**src/sv/vlmq_pkg.sv**
```systemverilog
// Shared constants, codes and handshake structs for the variable-length message queue.
package vlmq_pkg;

  // Store geometry.
  localparam int QueueBytes  = 4096;
  localparam int QueueWords  = QueueBytes / 4;
  localparam int AddrW       = $clog2(QueueWords);
  localparam int PtrW        = AddrW + 1;
  localparam int HdrBytes    = 8;
  localparam int HdrWords    = (HdrBytes + 3) / 4;
  localparam int MaxMsgBytes = 256;

  // Field widths.
  localparam int LenW   = 9;
  localparam int CapW   = 13;
  localparam int WordW  = 32;
  localparam int HeldW  = 10;
  localparam int NWordW = 7;

  typedef enum logic [1:0] {
    OP_ENQ_START = 2'd0,
    OP_ENQ_DATA  = 2'd1,
    OP_DEQ       = 2'd2,
    OP_UNUSED    = 2'd3
  } vlmq_op_e;

  typedef enum logic [2:0] {
    STS_OK         = 3'd0,
    STS_NO_SPACE   = 3'd1,
    STS_EMPTY      = 3'd2,
    STS_BUF_SMALL  = 3'd3,
    STS_SEQ_ERROR  = 3'd4
  } vlmq_status_e;

  typedef enum logic [1:0] {
    ST_IDLE,
    ST_EXEC,
    ST_HDR,
    ST_STREAM
  } vlmq_state_e;

  // Commands from the controller to the datapath.
  typedef struct packed {
    logic cap_en;   // capture the accepted request
    logic exec_en;  // carry out the captured request
    logic hdr_en;   // act on the header word just read
    logic word_en;  // emit the data word just read
  } vlmq_cmd_t;

  // Status from the datapath to the controller.
  typedef struct packed {
    logic slot_free;       // output register can take a result this cycle
    logic exec_emits;      // the captured request gives a result now
    logic exec_reads_hdr;  // the captured request is a dequeue that proceeds
    logic hdr_streams;     // the header leads to data words
    logic word_last;       // the current data word is the final one
  } vlmq_sts_t;

  // Number of whole words that hold a message of len bytes (len up to the maximum).
  function automatic logic [NWordW-1:0] words_of(input logic [LenW-1:0] len);
    logic [LenW:0] rounded;
    rounded = {1'b0, len} + (LenW+1)'(3);
    return rounded[NWordW+1:2];
  endfunction

endpackage

```
**src/sv/vlmq_ctrl.sv**
```systemverilog
// Sequencing state machine of the variable-length message queue.
module vlmq_ctrl (
  input  logic              clk_i,
  input  logic              rst_ni,
  input  logic              in_valid_i,
  output logic              in_stall_o,
  input  vlmq_pkg::vlmq_sts_t sts_i,
  output vlmq_pkg::vlmq_cmd_t cmd_o
);
  import vlmq_pkg::*;

  vlmq_state_e state_q, state_d;

  // State register.
  always_ff @(posedge clk_i or negedge rst_ni) begin
    if (!rst_ni) begin
      state_q <= ST_IDLE;
    end else begin
      state_q <= state_d;
    end
  end

  // Next state.
  always_comb begin
    state_d = state_q;
    unique case (state_q)
      ST_IDLE: begin
        if (in_valid_i) state_d = ST_EXEC;
      end
      ST_EXEC: begin
        if (sts_i.exec_reads_hdr) begin
          state_d = ST_HDR;
        end else if (!sts_i.exec_emits || sts_i.slot_free) begin
          state_d = ST_IDLE;
        end
      end
      ST_HDR: begin
        if (sts_i.hdr_streams) begin
          state_d = ST_STREAM;
        end else if (sts_i.slot_free) begin
          state_d = ST_IDLE;
        end
      end
      ST_STREAM: begin
        if (sts_i.slot_free && sts_i.word_last) state_d = ST_IDLE;
      end
      default: state_d = ST_IDLE;
    endcase
  end

  // Commands and input handshake.
  always_comb begin
    cmd_o      = '0;
    in_stall_o = 1'b1;
    unique case (state_q)
      ST_IDLE: begin
        in_stall_o   = 1'b0;
        cmd_o.cap_en = in_valid_i;
      end
      ST_EXEC: begin
        cmd_o.exec_en = sts_i.exec_reads_hdr || !sts_i.exec_emits || sts_i.slot_free;
      end
      ST_HDR: begin
        cmd_o.hdr_en = sts_i.hdr_streams || sts_i.slot_free;
      end
      ST_STREAM: begin
        cmd_o.word_en = sts_i.slot_free;
      end
      default: cmd_o = '0;
    endcase
  end

endmodule

```
**config.mk**
```make
export PLATFORM = sky130hd
export DESIGN_NAME = vlmq_ctrl
export DESIGN_NICKNAME = d
export VERILOG_FILES = /design/src/sv/vlmq_pkg.sv /design/src/sv/vlmq_ctrl.sv
export SDC_FILE = /design/constraint.sdc
export NUM_CORES = 1
export LEC_CHECK = 0
export ABC_AREA = 0
export BUFFER_PORTS_ARGS = -buffer_cell sky130_fd_sc_hd__buf_2
export CORE_AREA = 2 2 39 41
export DETAILED_ROUTE_END_ITERATION = 8
export DIE_AREA = 0 0 41 43
export GPL_ROUTABILITY_DRIVEN = 0
export GPL_TIMING_DRIVEN = 0
export PLACE_DENSITY = 0.36
export SLEW_MARGIN = 20
export SYNTH_ARGS = -nofsm -noshare
export SYNTH_HDL_FRONTEND = slang
export SYNTH_SLANG_ARGS = --single-unit
```
**constraint.sdc**
```tcl
create_clock -name clk_i -period 1.69 [get_ports clk_i]
set_input_delay 0.0845 -clock clk_i [delete_from_list [all_inputs] [get_ports clk_i]]
set_output_delay 0.0845 -clock clk_i [all_outputs]
set_load 0.01 [all_outputs]
```
* Yosys cells after proc, flatten, opt, wreduce, memory -nomap -nowiden
Cells that the tools add are included.
Operators by class: mux-type cells 12, eq/ne operators 7, reduce and logical (&&, ||, !) cells 8
Operators with widths (number):
- two-way mux 2 bit | 6
- one-hot mux 2 bit (4 select lines) | 1
- inequality test 3 bit (second input constant) | 2
- two-way mux 1 bit | 5
- equality test 2 bit (second input constant) | 2
- logical OR 1 bit | 4
- inequality test 2 bit (second input constant) | 2
- AND reduction 4 bit | 1
- equality test 2 x 1 -> 1 bit (second input constant) | 1
- logical NOT 2 bit | 1
- logical AND 1 bit | 1
- logical NOT 1 bit | 1
Storage, ports and cells: register bits 2, input bits 8, output and inout port bits 5, logic and storage cells 28

* Longest topological paths before layout
depth in word-level cells 5, mapped depth 3, gate-level depth less buffers 3

* Worst setup path before layout
OpenSTA, ideal clock, no wires.
path kind reg-to-reg, start reg state_q[1], end reg state_q[0], arrival 857 ps, required time 1552 ps, buffers on the path 0, clock period less this slack 995 ps, setup time 138 ps, cell stages (with the launch flop) 4, setup slack 695 ps, path through dfrtp_1 nand2b_1 a21oi_1 a211oi_1
Between the ends: longest elaborated chain between the ends 3, elaborated cells on any way between the ends 10, those cells by class 7 x eq/ne; 1 x mux; 2 x reduce/logical
RTL lines:
- start, declared | line vlmq_ctrl.sv:12 | vlmq_state_e state_q, state_d;
- start signal, assigned | line vlmq_ctrl.sv:19 | state_q <= state_d;
- equality test 2 x 1 -> 1 bit, or another cell as far along | line vlmq_ctrl.sv:26 | unique case (state_q)
- inequality test 3 bit (no source line) or inequality test 2 bit (tied branches)
- AND reduction 4 bit (no source line)
Parallel ways exist; a longest one is shown, timed or not. A chain may end at the register's enable or synchronous reset.

==> metrics.md <==
| Metric | Value |
|---|---|
| Status | `completed` |
| HP Class | `in2reg` |
| Critical R2R Capture | `state_q[0]$_DFFE_PN0P_` |
| Pin count of the biggest net entering global routing | `10` |
| Total global routing overflow | `0` |
| Syn Nets | `27` |
| Final Hold Slack | `roughly 0.092 ns` |
| Overall Global Routing Usage | `under 10%` |
| Max Clock Freq | `813 MHz` |
| Top flop regs | `state_q x2` |
| Via count | `190` |
| Flop-to-flop setup slack | `around 0.71 ns` |
| CP startpoint | `state_q[0]$_DFFE_PN0P_` |
| FILL cells | `162` |
| Least-Margin Pin Slew | `0.234 ns` |
| Vias per cell | `~3.7` |
| Drt drc | `0` |
| Nature of the critical path endpoint | `primary output` |
| H-Tree Depth | `1` |
| Reg clk slew, reported paths | `roughly 0.03 ns` |
| Setup TNS | `0 ns` |
| Synth top cells by count | `a21oi_1, nor2_1, dfrtp_1, nand3_1, o21ai_0` |
| Initial antenna violation count | `0` |
| Post-route ant nets | `0` |
| Area growth syn-to-layout | `78.3%` |
| Port Buf Inserts | `12` |
| Worst setup path class | `reg2out` |
| Core area | `~1400 um2` |
| Sequential share of the synthesized area | `34.8%` |
| Worst slew margin | `about 84%` |
| Reg area | `approximately 50 um2` |
| First-pass GRT wire length | `~650 um` |
| DR WL/cell | `slightly above 8 um` |
| Max cap viols | `0` |
| Yosys warns | `0` |
| Initial DRC Count | `2` |
| Die H | `43 um` |
| Total power | `399 uW` |
| CP Cell Sequence | `or2_4 > nor2_1 > buf_2` |
| Clock Tree Buf Depth | `2` |
| Num rows | `14` |
| CTS tree | `done` |
| Peak supply drop | `about 0.29 mV` |
| Vias in the first global route | `180` |
| RSZ-0062 raised after global routing | `no` |
| Cells after Synth | `19` |
| Post-Route WL | `between 400 and 500 um` |
| FF-to-FF Start | `state_q[0]$_DFFE_PN0P_` |
| Top reg by flops | `state_q` |
| Die area | `between 1500 and 2000 um2` |
| Period minus WS final | `around 1.2 ns` |
| PD cells | `~1600 nW/um2` |
| Mapped cell area | `approximately 140 um2` |
| Layout cells sized above 1 | `between 50% and 60%` |
| Clk_lat worst skew | `0.22 ns` |
| Final setup fails | `0` |
| Worst path arrival time | `about 1.2 ns` |
| Post-CTS setup buffers | `0` |
| Worst Reg2Reg Path Length in Cells | `3` |
| Critical Path Fanout Max | `9` |
| Hpwl dp | `309 um` |
| Worst Path Buf+Inv | `1` |
| Post-synth top area cell | `dfrtp_1` |
| Clk root buf | `clkbuf_4` |
| Pre-CTS setup slack | `about 0.7 ns` |
| P_leak | `0.129 nW` |
| Count of different cell masters after synthesis | `12` |
| Final layout net count | `45` |
| Syn avg cell area | `7.57 um2` |
| Setup slack after layout | `approximately 0.46 ns` |
| Fin crit share | `72.8%` |
| Number of flops mapped to enable cells by yosys | `0` |
| Cell family with most CP delay | `flip-flops` |
| Area of the multi-input gates | `90.1 um2` |
| Antenna diodes | `0` |
| Crit path launch type | `register` |
| CP endpoint | `cmd_o[3]` |
| Initial Util | `10.4%` |
| Share of Yosys cell area claimed by the top area cell type | `between 30% and 40%` |
| CTS sink cnt | `2` |
| Worst path slowest cell | `dfrtp_1` |
| Seq cells post-synth | `2` |
| Area contributors post-synth | `dfrtp_1, a21oi_1, nor2_1` |
| Final Slew Violations | `0` |
| Boundary Pins | `13` |
| Die Wd | `around 41 um` |
| Max reg flops | `2` |
| Total CTS buffers | `3` |
| Crit path largest cell delay | `between 0.4 and 0.5 ns` |
| Levels on crit path | `3` |
| Main synth FF type | `dfrtp_1` |
| Finished Core Util | `between 10% and 20%` |
| Synth async-reset ratio | `100%` |
| Final Hold Viols | `0` |
| 1st-pass router iterations | `2` |
| Worst EP required | `between 1.5 and 2 ns` |
| Clk_skew | `around 0.000031 ns` |
-- worst reg2reg max path, delay by kind of cell, from the launching register on --
kind               cells  cell delay [ns]
AOI/OAI and AO/OA      1             0.05
DFF                    1             0.45
and+or+nand+nor        2             0.35
-- how the worst min path moves through the flow --
stage	start	end	slack [ns]	depth (start not counted)
6_report	sts_i[4]	state_q[1]$_DFFE_PN0P_	0.09	2
3_5_place_dp	rst_ni	state_q[1]$_DFFE_PN0P_	-0.13	1
5_1_grt	sts_i[4]	state_q[1]$_DFFE_PN0P_	0.09	2
4_1_cts	sts_i[4]	state_q[1]$_DFFE_PN0P_	0.08	2
2_1_floorplan	rst_ni	state_q[0]$_DFFE_PN0P_	-0.21	0
3_3_place_gp	rst_ni	state_q[0]$_DFFE_PN0P_	-0.13	1
-- area by class of cell --
| class | count | area share (%) |
|---|---|---|
| inverter | 1 | 1.46 |
| timing repair buffer | 13 | 27.3 |
| multi-input combinational | 16 | 35.1 |
| tap | 16 | 7.80 |
| clock buffer | 3 | 8.78 |
| sequential | 2 | 19.5 |
-- routing by layer --
metal,up-vias,track usage [%],wire length [um]
met4,0,12.0,19
met5,-,0,0
met2,5,7.81,233
met1,84,5.77,146
met3,2,1.57,17
li1,99,-,-
-- through the flow --
stage	instance area, um2	instances
final	256	51
after global routing	256	51
after CTS	256	51
after global placement	224	47
after detailed placement	224	47
after floorplan	144	19
-- where the power goes --
group	total (mW)	switching, mW	internal [mW]
Combinational	0.175	0.0830	0.0922
Clock	0.107	0.0283	0.0784
Sequential	0.117	0.0436	0.0731
-- logic make-up (layout without fill, tap and decap cells) --
group	count (synthesis)	after routing	synth area share (%)
buffers and inverters	1	17	2.61
AOI/OAI and AO/OA	6	6	22.6
and+or+nand+nor	10	10	40.0
DFF	2	2	34.8
-- layout by cell type (no fill, tap or decap), types with 2 or more instances in the layout --
cell type / count
buf_2: 12
clkbuf_4: 3
nand3_1: 2
a21oi_1: 3
o21ai_0: 2
nor2_1: 3
dfrtp_1: 2
-- what timing repair did --
action	in CTS	in global routing
gates resized for setup	0	0
hold buffers	1	0
hold endpoints to repair	2	0
(Power assumes the default switching activity.)
